**config.mk**
```make
export PLATFORM = sky130hd
export DESIGN_NAME = indexed_handle_list_table_unit
export DESIGN_NICKNAME = d
export VERILOG_FILES = /design/src/design/ihl_pkg.sv /design/src/design/ihl_mem.sv /design/src/design/ihl_seq.sv /design/src/design/indexed_handle_list_table_unit.sv
export SDC_FILE = /design/constraint.sdc
export NUM_CORES = 2
export LEC_CHECK = 0
export ABC_CLOCK_PERIOD_IN_PS = 5900
export BUFFER_PORTS_ARGS = -buffer_cell sky130_fd_sc_hd__buf_2
export CAP_MARGIN = 0
export CORE_MARGIN = 2
export CORE_UTILIZATION = 63
export CTS_CLUSTER_DIAMETER = 80
export DETAILED_ROUTE_END_ITERATION = 8
export PLACE_DENSITY = 0.8
export SLEW_MARGIN = 40
export SYNTH_ARGS = -nofsm -noshare
export SYNTH_HDL_FRONTEND = slang
export SYNTH_HIERARCHICAL = 1
export SYNTH_SLANG_ARGS = --single-unit
```
**constraint.sdc**
```tcl
create_clock -name clk_i -period 5.9 [get_ports clk_i]
set_input_delay 0.885 -clock clk_i [delete_from_list [all_inputs] [get_ports clk_i]]
set_output_delay 0.885 -clock clk_i [all_outputs]
set_load 0.02 [all_outputs]
```
**src/design/ihl_pkg.sv**
```systemverilog
// Shared types, codes and field widths for the indexed handle list table.
package ihl_pkg;

  localparam int unsigned CapacityDef   = 64;
  localparam int unsigned HandleBitsDef = 32;

  localparam int unsigned ReqW       = 3;
  localparam int unsigned PosW       = 6;
  localparam int unsigned HandleW    = 32;
  localparam int unsigned StatusW    = 2;
  localparam int unsigned CountOutW  = 7;
  localparam int unsigned InDataW    = 48;
  localparam int unsigned OutDataW   = 48;

  typedef enum logic [ReqW-1:0] {
    ReqAppend = 3'd0,
    ReqInsert = 3'd1,
    ReqDelete = 3'd2,
    ReqRemove = 3'd3,
    ReqSwap   = 3'd4,
    ReqFind   = 3'd5,
    ReqClear  = 3'd6,
    ReqPack   = 3'd7
  } req_e;

  localparam logic [StatusW-1:0] StatOk   = 2'd0;
  localparam logic [StatusW-1:0] StatMiss = 2'd1;
  localparam logic [StatusW-1:0] StatFull = 2'd2;

  typedef struct packed {
    logic [StatusW-1:0]   status;
    logic [PosW-1:0]      position;
    logic [HandleW-1:0]   handle;
    logic [CountOutW-1:0] count;
  } res_t;

endpackage

```
**src/design/ihl_mem.sv**
```systemverilog
// Slot memory: one write port and one read port with registered read data.
module ihl_mem #(
  parameter int unsigned Depth = ihl_pkg::CapacityDef,
  parameter int unsigned Width = ihl_pkg::HandleBitsDef,
  parameter int unsigned AddrW = $clog2(Depth)
) (
  input  logic             clk_i,
  input  logic             we_i,
  input  logic [AddrW-1:0] waddr_i,
  input  logic [Width-1:0] wdata_i,
  input  logic [AddrW-1:0] raddr_i,
  output logic [Width-1:0] rdata_o
);

  logic [Width-1:0] mem_q [Depth];
  logic [Width-1:0] rdata_q;

  always_ff @(posedge clk_i) begin
    if (we_i) begin
      mem_q[waddr_i] <= wdata_i;
    end
    rdata_q <= mem_q[raddr_i];
  end

  assign rdata_o = rdata_q;

endmodule

```
**src/design/ihl_seq.sv**
```systemverilog
// Request sequencer: decodes a request and walks the slot memory to serve it.
module ihl_seq #(
  parameter int unsigned Capacity   = ihl_pkg::CapacityDef,
  parameter int unsigned HandleBits = ihl_pkg::HandleBitsDef,
  parameter int unsigned AddrW      = $clog2(Capacity),
  parameter int unsigned CountW     = $clog2(Capacity + 1)
) (
  input  logic                       clk_i,
  input  logic                       rst_ni,
  input  logic                       in_valid_i,
  output logic                       in_ready_o,
  input  ihl_pkg::req_e              req_i,
  input  logic [ihl_pkg::PosW-1:0]   pos_i,
  input  logic [ihl_pkg::PosW-1:0]   pos2_i,
  input  logic [HandleBits-1:0]      handle_i,
  output logic                       res_valid_o,
  input  logic                       res_ready_i,
  output ihl_pkg::res_t              res_o,
  output logic                       mem_we_o,
  output logic [AddrW-1:0]           mem_waddr_o,
  output logic [HandleBits-1:0]      mem_wdata_o,
  output logic [AddrW-1:0]           mem_raddr_o,
  input  logic [HandleBits-1:0]      mem_rdata_i
);

  localparam int unsigned CmpW = (CountW > ihl_pkg::PosW) ? CountW : ihl_pkg::PosW;

  localparam logic [2:0] StIdle = 3'd0;
  localparam logic [2:0] StDec  = 3'd1;
  localparam logic [2:0] StScan = 3'd2;
  localparam logic [2:0] StShUp = 3'd3;
  localparam logic [2:0] StSw2  = 3'd4;
  localparam logic [2:0] StSw3  = 3'd5;
  localparam logic [2:0] StSw4  = 3'd6;
  localparam logic [2:0] StDone = 3'd7;

  logic [2:0]                   state_q, state_d;
  ihl_pkg::req_e                req_q, req_d;
  logic [ihl_pkg::PosW-1:0]     p_q, p_d, p2_q, p2_d;
  logic [HandleBits-1:0]        h_q, h_d;
  logic [CountW-1:0]            count_q, count_d;
  logic [CountW-1:0]            rd_idx_q, rd_idx_d;
  logic [CountW-1:0]            wr_q, wr_d;
  logic                         more_q, more_d;
  logic                         vld_q, vld_d;
  logic [AddrW-1:0]             didx_q, didx_d;
  logic                         found_q, found_d;
  logic [AddrW-1:0]             at_q, at_d;
  logic [HandleBits-1:0]        tmp_q, tmp_d;
  logic [ihl_pkg::StatusW-1:0]  rstat_q, rstat_d;
  logic [ihl_pkg::PosW-1:0]     rpos_q, rpos_d;
  logic [ihl_pkg::HandleW-1:0]  rhdl_q, rhdl_d;

  logic [CmpW-1:0] p_ext, p2_ext, cnt_ext;
  logic            match, drop;

  assign p_ext   = CmpW'(p_q);
  assign p2_ext  = CmpW'(p2_q);
  assign cnt_ext = CmpW'(count_q);
  assign match   = (mem_rdata_i == h_q);

  always_comb begin
    drop = 1'b0;
    case (req_q)
      ihl_pkg::ReqDelete: drop = (didx_q == AddrW'(p_q));
      ihl_pkg::ReqRemove: drop = match && !found_q;
      ihl_pkg::ReqPack:   drop = (mem_rdata_i == '0);
      default:            drop = 1'b0;
    endcase
  end

  always_comb begin
    state_d  = state_q;
    req_d    = req_q;
    p_d      = p_q;
    p2_d     = p2_q;
    h_d      = h_q;
    count_d  = count_q;
    rd_idx_d = rd_idx_q;
    wr_d     = wr_q;
    more_d   = more_q;
    vld_d    = vld_q;
    didx_d   = didx_q;
    found_d  = found_q;
    at_d     = at_q;
    tmp_d    = tmp_q;
    rstat_d  = rstat_q;
    rpos_d   = rpos_q;
    rhdl_d   = rhdl_q;

    mem_we_o    = 1'b0;
    mem_waddr_o = '0;
    mem_wdata_o = '0;
    mem_raddr_o = '0;

    unique case (state_q)
      StIdle: begin
        if (in_valid_i) begin
          req_d   = req_i;
          p_d     = pos_i;
          p2_d    = pos2_i;
          h_d     = handle_i;
          state_d = StDec;
        end
      end
      StDec: begin
        rstat_d  = ihl_pkg::StatOk;
        rpos_d   = '0;
        rhdl_d   = '0;
        rd_idx_d = '0;
        wr_d     = '0;
        vld_d    = 1'b0;
        found_d  = 1'b0;
        state_d  = StDone;
        unique case (req_q) inside
          ihl_pkg::ReqAppend, ihl_pkg::ReqInsert: begin
            if (count_q == CountW'(Capacity)) begin
              rstat_d = ihl_pkg::StatFull;
            end else if (req_q == ihl_pkg::ReqAppend || p_ext >= cnt_ext) begin
              mem_we_o    = 1'b1;
              mem_waddr_o = AddrW'(count_q);
              mem_wdata_o = h_q;
              count_d     = count_q + CountW'(1);
              rpos_d      = ihl_pkg::PosW'(count_q);
            end else begin
              rd_idx_d = count_q - CountW'(1);
              more_d   = 1'b1;
              state_d  = StShUp;
            end
          end
          ihl_pkg::ReqDelete: begin
            if (p_ext >= cnt_ext) begin
              rstat_d = ihl_pkg::StatMiss;
            end else begin
              rd_idx_d = CountW'(p_q);
              wr_d     = CountW'(p_q);
              state_d  = StScan;
            end
          end
          ihl_pkg::ReqRemove, ihl_pkg::ReqFind, ihl_pkg::ReqPack: begin
            state_d = StScan;
          end
          ihl_pkg::ReqSwap: begin
            if (p_ext >= cnt_ext || p2_ext >= cnt_ext) begin
              rstat_d = ihl_pkg::StatMiss;
            end else begin
              mem_raddr_o = AddrW'(p_q);
              state_d     = StSw2;
            end
          end
          ihl_pkg::ReqClear: begin
            count_d = '0;
          end
        endcase
      end
      StScan: begin
        if (rd_idx_q < count_q) begin
          mem_raddr_o = AddrW'(rd_idx_q);
          rd_idx_d    = rd_idx_q + CountW'(1);
          vld_d       = 1'b1;
          didx_d      = AddrW'(rd_idx_q);
        end else begin
          vld_d = 1'b0;
        end
        if (vld_q) begin
          if (req_q == ihl_pkg::ReqDelete && didx_q == AddrW'(p_q)) begin
            tmp_d = mem_rdata_i;
          end
          if (match && !found_q) begin
            found_d = 1'b1;
            at_d    = didx_q;
          end
          if (!drop && req_q != ihl_pkg::ReqFind) begin
            mem_we_o    = 1'b1;
            mem_waddr_o = AddrW'(wr_q);
            mem_wdata_o = mem_rdata_i;
            wr_d        = wr_q + CountW'(1);
          end
        end
        if (rd_idx_q >= count_q && !vld_q) begin
          state_d = StDone;
          case (req_q) inside
            ihl_pkg::ReqDelete: begin
              rpos_d  = p_q;
              rhdl_d  = ihl_pkg::HandleW'(tmp_q);
              count_d = wr_q;
            end
            ihl_pkg::ReqRemove, ihl_pkg::ReqFind: begin
              if (found_q) begin
                rpos_d = ihl_pkg::PosW'(at_q);
              end else begin
                rstat_d = ihl_pkg::StatMiss;
              end
              if (req_q == ihl_pkg::ReqRemove) begin
                count_d = wr_q;
              end
            end
            default: begin
              count_d = wr_q;
            end
          endcase
        end
      end
      StShUp: begin
        if (more_q) begin
          mem_raddr_o = AddrW'(rd_idx_q);
          vld_d       = 1'b1;
          didx_d      = AddrW'(rd_idx_q);
          if (CmpW'(rd_idx_q) == p_ext) begin
            more_d = 1'b0;
          end else begin
            rd_idx_d = rd_idx_q - CountW'(1);
          end
        end else begin
          vld_d = 1'b0;
        end
        if (vld_q) begin
          mem_we_o    = 1'b1;
          mem_waddr_o = didx_q + AddrW'(1);
          mem_wdata_o = mem_rdata_i;
        end else if (!more_q) begin
          mem_we_o    = 1'b1;
          mem_waddr_o = AddrW'(p_q);
          mem_wdata_o = h_q;
          count_d     = count_q + CountW'(1);
          rpos_d      = p_q;
          state_d     = StDone;
        end
      end
      StSw2: begin
        tmp_d       = mem_rdata_i;
        mem_raddr_o = AddrW'(p2_q);
        state_d     = StSw3;
      end
      StSw3: begin
        mem_we_o    = 1'b1;
        mem_waddr_o = AddrW'(p_q);
        mem_wdata_o = mem_rdata_i;
        state_d     = StSw4;
      end
      StSw4: begin
        mem_we_o    = 1'b1;
        mem_waddr_o = AddrW'(p2_q);
        mem_wdata_o = tmp_q;
        rpos_d      = p_q;
        state_d     = StDone;
      end
      StDone: begin
        if (res_ready_i) begin
          state_d = StIdle;
        end
      end
      default: begin
        state_d = StIdle;
      end
    endcase
  end

  always_ff @(posedge clk_i or negedge rst_ni) begin
    if (!rst_ni) begin
      state_q <= StIdle;
      count_q <= '0;
      more_q  <= 1'b0;
      vld_q   <= 1'b0;
      found_q <= 1'b0;
    end else begin
      state_q <= state_d;
      count_q <= count_d;
      more_q  <= more_d;
      vld_q   <= vld_d;
      found_q <= found_d;
    end
  end

  always_ff @(posedge clk_i) begin
    req_q    <= req_d;
    p_q      <= p_d;
    p2_q     <= p2_d;
    h_q      <= h_d;
    rd_idx_q <= rd_idx_d;
    wr_q     <= wr_d;
    didx_q   <= didx_d;
    at_q     <= at_d;
    tmp_q    <= tmp_d;
    rstat_q  <= rstat_d;
    rpos_q   <= rpos_d;
    rhdl_q   <= rhdl_d;
  end

  assign in_ready_o  = (state_q == StIdle);
  assign res_valid_o = (state_q == StDone);

  always_comb begin
    res_o.status   = rstat_q;
    res_o.position = rpos_q;
    res_o.handle   = rhdl_q;
    res_o.count    = ihl_pkg::CountOutW'(count_q);
  end

endmodule

```
**src/design/indexed_handle_list_table_unit.sv**
```systemverilog
// Append, clear and full or out-of-range rejects finish in the decode state; insert and delete
// walk the slots from the end or from the position, remove, find and pack scan the whole list,
// one slot memory read per cycle, and swap reads both slots and writes them back in turn.
// One request is served at a time: the next can be accepted in the cycle after a result
// is handed to the output register.
// Reset empties the list at once; slot contents stay undefined until written.
module indexed_handle_list_table_unit #(
  parameter int unsigned CAPACITY    = ihl_pkg::CapacityDef,
  parameter int unsigned HANDLE_BITS = ihl_pkg::HandleBitsDef
) (
  input  logic                          clk_i,
  input  logic                          rst_ni,
  input  logic                          s_axis_tvalid_i,
  output logic                          s_axis_tready_o,
  // position [5:0], second_position [11:6], item_handle [43:12], zero fill [47:44]
  input  logic [ihl_pkg::InDataW-1:0]   s_axis_tdata_i,
  // req_type [2:0]
  input  logic [ihl_pkg::ReqW-1:0]      s_axis_tuser_i,
  output logic                          m_axis_tvalid_o,
  input  logic                          m_axis_tready_i,
  // status [1:0], result_position [7:2], result_handle [39:8], entry_count [46:40],
  // zero fill [47]
  output logic [ihl_pkg::OutDataW-1:0]  m_axis_tdata_o
);

  localparam int unsigned AddrW  = $clog2(CAPACITY);
  localparam int unsigned CountW = $clog2(CAPACITY + 1);

  logic                     res_valid, res_ready;
  ihl_pkg::res_t            res;
  logic                     mem_we;
  logic [AddrW-1:0]         mem_waddr, mem_raddr;
  logic [HANDLE_BITS-1:0]   mem_wdata, mem_rdata;
  logic [HANDLE_BITS-1:0]   in_handle;

  logic                     out_valid_q, out_valid_d;
  ihl_pkg::res_t            out_q, out_d;

  assign in_handle = HANDLE_BITS'(s_axis_tdata_i[43:12]);

  ihl_seq #(
    .Capacity  (CAPACITY),
    .HandleBits(HANDLE_BITS),
    .AddrW     (AddrW),
    .CountW    (CountW)
  ) u_seq (
    .clk_i      (clk_i),
    .rst_ni     (rst_ni),
    .in_valid_i (s_axis_tvalid_i),
    .in_ready_o (s_axis_tready_o),
    .req_i      (ihl_pkg::req_e'(s_axis_tuser_i)),
    .pos_i      (s_axis_tdata_i[5:0]),
    .pos2_i     (s_axis_tdata_i[11:6]),
    .handle_i   (in_handle),
    .res_valid_o(res_valid),
    .res_ready_i(res_ready),
    .res_o      (res),
    .mem_we_o   (mem_we),
    .mem_waddr_o(mem_waddr),
    .mem_wdata_o(mem_wdata),
    .mem_raddr_o(mem_raddr),
    .mem_rdata_i(mem_rdata)
  );

  ihl_mem #(
    .Depth(CAPACITY),
    .Width(HANDLE_BITS),
    .AddrW(AddrW)
  ) u_mem (
    .clk_i  (clk_i),
    .we_i   (mem_we),
    .waddr_i(mem_waddr),
    .wdata_i(mem_wdata),
    .raddr_i(mem_raddr),
    .rdata_o(mem_rdata)
  );

  assign res_ready = !out_valid_q || m_axis_tready_i;

  always_comb begin
    out_valid_d = out_valid_q;
    out_d       = out_q;
    if (res_valid && res_ready) begin
      out_valid_d = 1'b1;
      out_d       = res;
    end else if (m_axis_tready_i) begin
      out_valid_d = 1'b0;
    end
  end

  always_ff @(posedge clk_i or negedge rst_ni) begin
    if (!rst_ni) begin
      out_valid_q <= 1'b0;
    end else begin
      out_valid_q <= out_valid_d;
    end
  end

  always_ff @(posedge clk_i) begin
    out_q <= out_d;
  end

  assign m_axis_tvalid_o = out_valid_q;
  assign m_axis_tdata_o  = {1'b0, out_q.count, out_q.handle, out_q.position, out_q.status};

endmodule
```
; ---- After elaboration in Yosys (flattened, before gate mapping)
; Memory sizes are Yosys's and may differ from the RTL's. A register that Yosys moved wholly into a read port is not among the register bits.
; Cells that the tools add are included.
[word_totals]
reg_bits = 206
ram_bits = 2048
inputBits = 55
out_inout_bits = 50
word_cells = 220
mem_count = 1
[mem_list]
columns = memory, words, width, rd, rd_clocked_by_memory_dff, wr, line_no
row1 = u_mem.mem_q, 64, 32, 1, 1, 1, ihl_mem.sv:15  ; logic [Width-1:0] mem_q [Depth];
[classes]
addsub = 6
magnitude_cmp = 4
n_eq_ne = 44
n_mux = 104
n_reduce_logical = 39
[ops]
columns = cell, count
row1 = $mux 32, 11
row2 = $pmux 32 s5, 1
row3 = $pmux 32 s2, 2
row4 = $mux 6, 20
row5 = $mux 7, 16
row6 = $pmux 6 s4, 2
row7 = $pmux 7 s2, 3
row8 = $pmux 7 s3, 2
row9 = $eq 32x32->1, 1
row10 = $logic_not 32->1, 1
row11 = $pmux 6 s5, 1
row12 = $eq 3x3->1 const B, 8
row13 = $mux 3, 8
row14 = $pmux 3 s8, 1
row15 = $mux 1, 22
row16 = $add 7x1->7 const B, 3
row17 = $ne 2x1->1 const B, 10
row18 = $ne 2x2->1 const B, 9
row19 = $reduce_and 3->1, 6
row20 = $ge 6x7->1, 2
row21 = $sub 7x1->7 const B, 2
row22 = $eq 3x2->1 const B, 4
row23 = $mux 2, 6
row24 = $pmux 3 s4, 1
row25 = other kinds (31), 55

; ---- Depth between registers and ports, before layout
[depth]
depth_word = 10
ltp_mapped = 19
mapped_depth_nobuf = 13

; ---- Cells and area by module
; The synthesis kept the hierarchy.
[by_module_without_submodules]
columns = module, instances, cells_per_inst, area_per_inst_um2, seq_area_each_um2
row1 = ihl_mem, 1, 3511, 79039.6, 62139.6
row2 = ihl_seq, 1, 801, 8944.8, 4679.5
row3 = indexed_handle_list_table_unit, 1, 53, 1476.4, 1436.4

; ---- Worst setup path before layout
; No wires, ideal clock.
[synth_path]
path_type = register -> register
start = reg u_seq/p_q[0] (netlist name)
end = mem u_mem/mem_q[28][0] (netlist name), enable pin
setup_time_ps = 421
arrival_time_ps = 4821
t_required_ps = 5479
setup_slack_ps = 658
path_stages_with_launch = 16
path_buffers = 5
synth_period_minus_slack_ps = 5242
path_cell_list = edfxtp_1 clkbuf_1 inv_1 ha_1 nand2b_1 a31oi_1 o21a_1 a211oi_1 clkbuf_1 clkbuf_1 a221o_1 clkbuf_1 or3b_2 or2_2 clkbuf_1 nor2_1
[synth_between]
elab_cells_between_ends = 22
cone_classes = 1 x order compare / 1 x eq/ne / 17 x mux / 3 x reduce/logical
[synth_lines]
columns = item, line_no
row1 = from (decl), ihl_seq.sv:39  ; logic [ihl_pkg::PosW-1:0] p_q, p_d, p2_q, p2_d;
row2 = from (signal assigned), ihl_seq.sv:277  ; p_q <= p_d;
row3 = "parallel branches: the longest is 6 deep, another holds $ge 6x7->1", --
row4 = $pmux 6 s5 (*), ihl_seq.sv:96  ; unique case (state_q)
row5 = via mem_waddr[1], indexed_handle_list_table_unit.sv:32  ; logic [AddrW-1:0] mem_waddr, mem_raddr;
row6 = to (decl), ihl_mem.sv:15
; Mark *: on every way through the listed nets, which the timed path passes.

; ---- Worst setup path in the final report
[layout_path]
start = reg u_seq.count_q[4], in the netlist u_seq/cnt_ext[4]
end = reg u_mem.rdata_q[10], in the netlist u_mem/rdata_o[10] (read register of u_mem.mem_q)
[layout_between]
elab_chain_len = 5
elab_cells_between_ends = 8
cone_classes = 3 x order compare / 4 x mux / 1 x reduce/logical
[layout_lines]
columns = item, line_no
row1 = from (decl), ihl_seq.sv:41  ; logic [CountW-1:0] count_q, count_d;
row2 = from (signal assigned), ihl_seq.sv:268  ; count_q <= count_d;
row3 = $ge 6x7->1, ihl_seq.sv:144  ; if (p_ext >= cnt_ext || p2_ext >= cnt_ext) begin
row4 = $logic_or 1x1->1, ihl_seq.sv:144
row5 = $mux 6, ihl_seq.sv:144
row6 = $mux 6, ihl_seq.sv:115  ; unique case (req_q) inside
row7 = $pmux 6 s4 (*), ihl_seq.sv:96
row8 = via mem_raddr[3], indexed_handle_list_table_unit.sv:32
row9 = to (decl), ihl_mem.sv:16  ; logic [Width-1:0] rdata_q;
; The timed path passes the listed nets; every way through them passes the cells marked *.
; A chain may end at the register's enable or synchronous reset.

==> impl_metrics.tcl <==
set metrics [dict create \
    r2r_end "u_mem/rdata_o[10]" \
    worst_path_max_delay_cell "dfrtp_1" \
    most-common-layout-cells "edfxtp_1, mux4_2, buf_4, clkbuf_16, mux2i_1" \
    cts.reportedPaths.clkPinSlew_ns 0.06 \
    hold_end "u_seq/h_q[3]" \
    grt_overflow_total 0 \
    max-slew-margin-rel 0.384 \
    via_per_inst 7.24 \
    core_um2 141000 \
    clock_path_buffers 3 \
    p_total_mw 57.0 \
    wl_per_cell_um 36.2 \
    start_util 0.633 \
    yosys_warnings 6 \
    die_area_um2 145000 \
    tns_ns 0 \
    die_y_um 381 \
    nets 4800 \
    cpLargestDelayFamily "compound AO/OA/AOI/OAI gates" \
    fin_skew_ns 0.0801 \
    hold_path_depth 1 \
    grt_pass1_wl_um 350000 \
    ios 105 \
    antenna_left 0 \
    syn2layout_area_growth_pct 13.7 \
    drtIter0Drc 7727 \
    crit_type "reg2reg" \
    cts_sinks 2286 \
    post-route-period-util 0.898 \
    worst-r2r-cell-count 15 \
    end_kind "register" \
    drt_pass1_iterations 7 \
    syn_inst 4365 \
    yosys.area.top_type "edfxtp_1" \
    ys_async_sr_fraction 0.00612 \
    die_width_um 381 \
    maxCapViolations 0 \
    synthFlopType "edfxtp_1" \
    yosysSeqAreaShare 0.763 \
    r2r_slack_ns 0.60 \
    tightest_slew_ns 0.915 \
    cp_max_fo 32 \
    holdWs_ns 0.188 \
    hold_viol 0 \
    cpMostUsedCell "a21oi_1" \
    hp-start "s_axis_tdata_i[15]" \
    required_ns 6.60 \
    portBuffers 99 \
    fmaxAchievable_mhz 189 \
    layout-drive-gt1-share 0.263 \
    final_common_cell "edfxtp_1" \
    h-tree-depth 4 \
    worstSetupStartpointType "register" \
    final_util 0.720 \
    critPathMaxStageDelay_ns 0.52 \
    cts_buffers 213 \
    post-synth-top-area-fraction 0.752 \
    antenna_found_initial 10 \
    num_vias 49200 \
    wl_um 246000 \
    run_status "finished clean" \
    grtUsageTotal 0.341 \
    cellLeakagePower_nw 32.1 \
    synth_edf_count 2240 \
    rsz0062_at_grt "no" \
    critPathBufInv 4 \
    synthesis.nets 4450 \
    report.final.slew_viol_count 0 \
    power_density_nw_per_um2 561 \
    yosys_register_bits 2286 \
    clk_latency_ns 0.88 \
    ys_top_cells_by_area "edfxtp_1, mux4_2, mux2i_1, a22oi_1, dfxtp_1" \
    place_congestion 0.958 \
    period_needed_ns 5.30 \
    path_cells "inv_1 > ha_1 > a21oi_1 > o21ai_0 > or3_1 > a21oi_1 > buf_4 > a221o_4 > buf_12 > nor2b_4 > buf_4 > a22oi_1 > nand3_1 > nand2_1 > a21oi_1" \
    syn-cell-area_um2 89500 \
    ir_drop_uv 405 \
    root_buffer "clkbuf_16" \
    grt_max_degree 65 \
    drc 0 \
    cp.arrival_ns 6.00 \
    grt_pass1_vias 49600 \
    dp_hpwl_um 139000 \
    setup_viol 0 \
    r2r_start "u_seq/cnt_ext[4]" \
    postCtsSetupRepairBufs 0 \
    cts_tree "done" \
    rows 138 \
    synth_cell_types 71 \
    hold_path.class "in2reg" \
    synth.avg_cell_area_um2 20.5 \
]
[worst reg2reg max path, cell delays in order (launching register included)]
cell and delay, ns:
dfrtp_1 0.52, inv_1 0.26, ha_1 0.37, a21oi_1 0.15, o21ai_0 0.19, or3_1 0.40
a21oi_1 0.42, buf_4 0.28, a221o_4 0.31, buf_12 0.33, nor2b_4 0.45, buf_4 0.34
a22oi_1 0.18, nand3_1 0.31, nand2_1 0.16, a21oi_1 0.46
[cell families after synthesis]
kind of cell | count (synthesis) | synth area share
and+or+nand+nor | 438 | 0.0254
xor gates and xnor gates | 62 | 0.00607
muxes | 636 | 0.134
adders and majority gates | 30 | 0.00428
buffers and inverters | 293 | 0.0182
DFF | 2286 | 0.763
AOI/OAI and AO/OA | 619 | 0.0496
other | 1 | 0.0000419
[worst max path at each step]
stage,endpoint,cells after the start,from
CTS,u_mem/rdata_o[14],14,u_seq/cnt_ext[2]
finish,u_mem/rdata_o[10],15,u_seq/cnt_ext[4]
global placement,u_mem/rdata_o[11],17,u_seq/cnt_ext[4]
floorplan,u_mem/mem_q[28][0],15,u_seq/p_q[0]
detailed placement,u_mem/rdata_o[0],18,u_seq/cnt_ext[2]
global route,u_mem/rdata_o[3],16,u_seq/cnt_ext[2]
[cells in the mapped netlist, drive strengths merged, types with 4 or more instances]
cell type / number
edfxtp: 2240
mux4: 446
mux2i: 190
a22oi: 180
buf: 140
clkbuf: 124
nor2: 115
o22ai: 77
a21oi: 70
o21ai: 70
nand3: 63
nand2: 58
a221o: 47
and2: 47
xor2: 33
dfxtp: 32
ha: 29
inv: 29
xnor2: 29
nor3: 27
nor2b: 26
a211oi: 24
a22o: 23
a31oi: 23
nand2b: 17
o221ai: 17
o211ai: 16
dfrtp: 14
nand4: 14
nor4: 14
a311o: 13
o22a: 12
or2: 12
and3: 11
a211o: 10
a32oi: 9
nand3b: 8
a21o: 7
a221oi: 6
a311oi: 5
and4: 5
or3b: 4
or4: 4
[state kept, by name, indices dropped and copies added (netlist names), 7 cells and up]
name and flops:
u_mem/mem_q 2048, m_axis_tdata_o 47, u_mem/rdata_o 32, u_seq/h_q 32, u_seq/rhdl_q 32, u_seq/tmp_q 32, u_seq/cnt_ext 7, u_seq/rd_idx_q 7
u_seq/wr_q 7
[metal layers]
layer / routed length, um / up-vias / share of wire / global-route usage
met5: 119 / - / 0.00048 / 0
met4: 15600 / 16 / 0.064 / 0.181
met3: 33900 / 898 / 0.14 / 0.0920
met2: 116000 / 4399 / 0.47 / 0.536
met1: 79900 / 24800 / 0.32 / 0.441
li1: - / 19000 / - / -
[report_power, final]
| part | total (mW) | switching (mW) | leakage [nW] | internal, mW |
|---|---|---|---|---|
| logic | 20.3 | 13.4 | 7.67 | 6.88 |
| clock network | 13.9 | 6.04 | 3.41 | 7.82 |
| registers | 22.9 | 0.830 | 21.0 | 22.1 |
[metrics by stage]
stage          cell area (um^2)  std cells  setup slack [ns]
4_1_cts                  102000       6788             0.705
6_report                 102000       6793             0.603
5_1_grt                  102000       6789             0.434
3_5_place_dp              94600       6388             0.825
3_3_place_gp              94300       6384             0.734
2_1_floorplan             89500       4365             0.658
[layout make-up]
type                       count  area (um^2)
tap                         1890         2360
multi-input combinational   1786        20500
timing repair buffer         399         3490
inverter                      29          109
antenna                        4         10.0
sequential                  2286        68300
clock buffer                 269         5710
clock inverter               130         1320
fill                        7708        39500
[timing repair]
action	in CTS	in global routing
endpoints found under the hold margin	14	0
hold buffers	1	0
resized for setup	0	0
No activity file was read; power rests on OpenSTA's default activity.
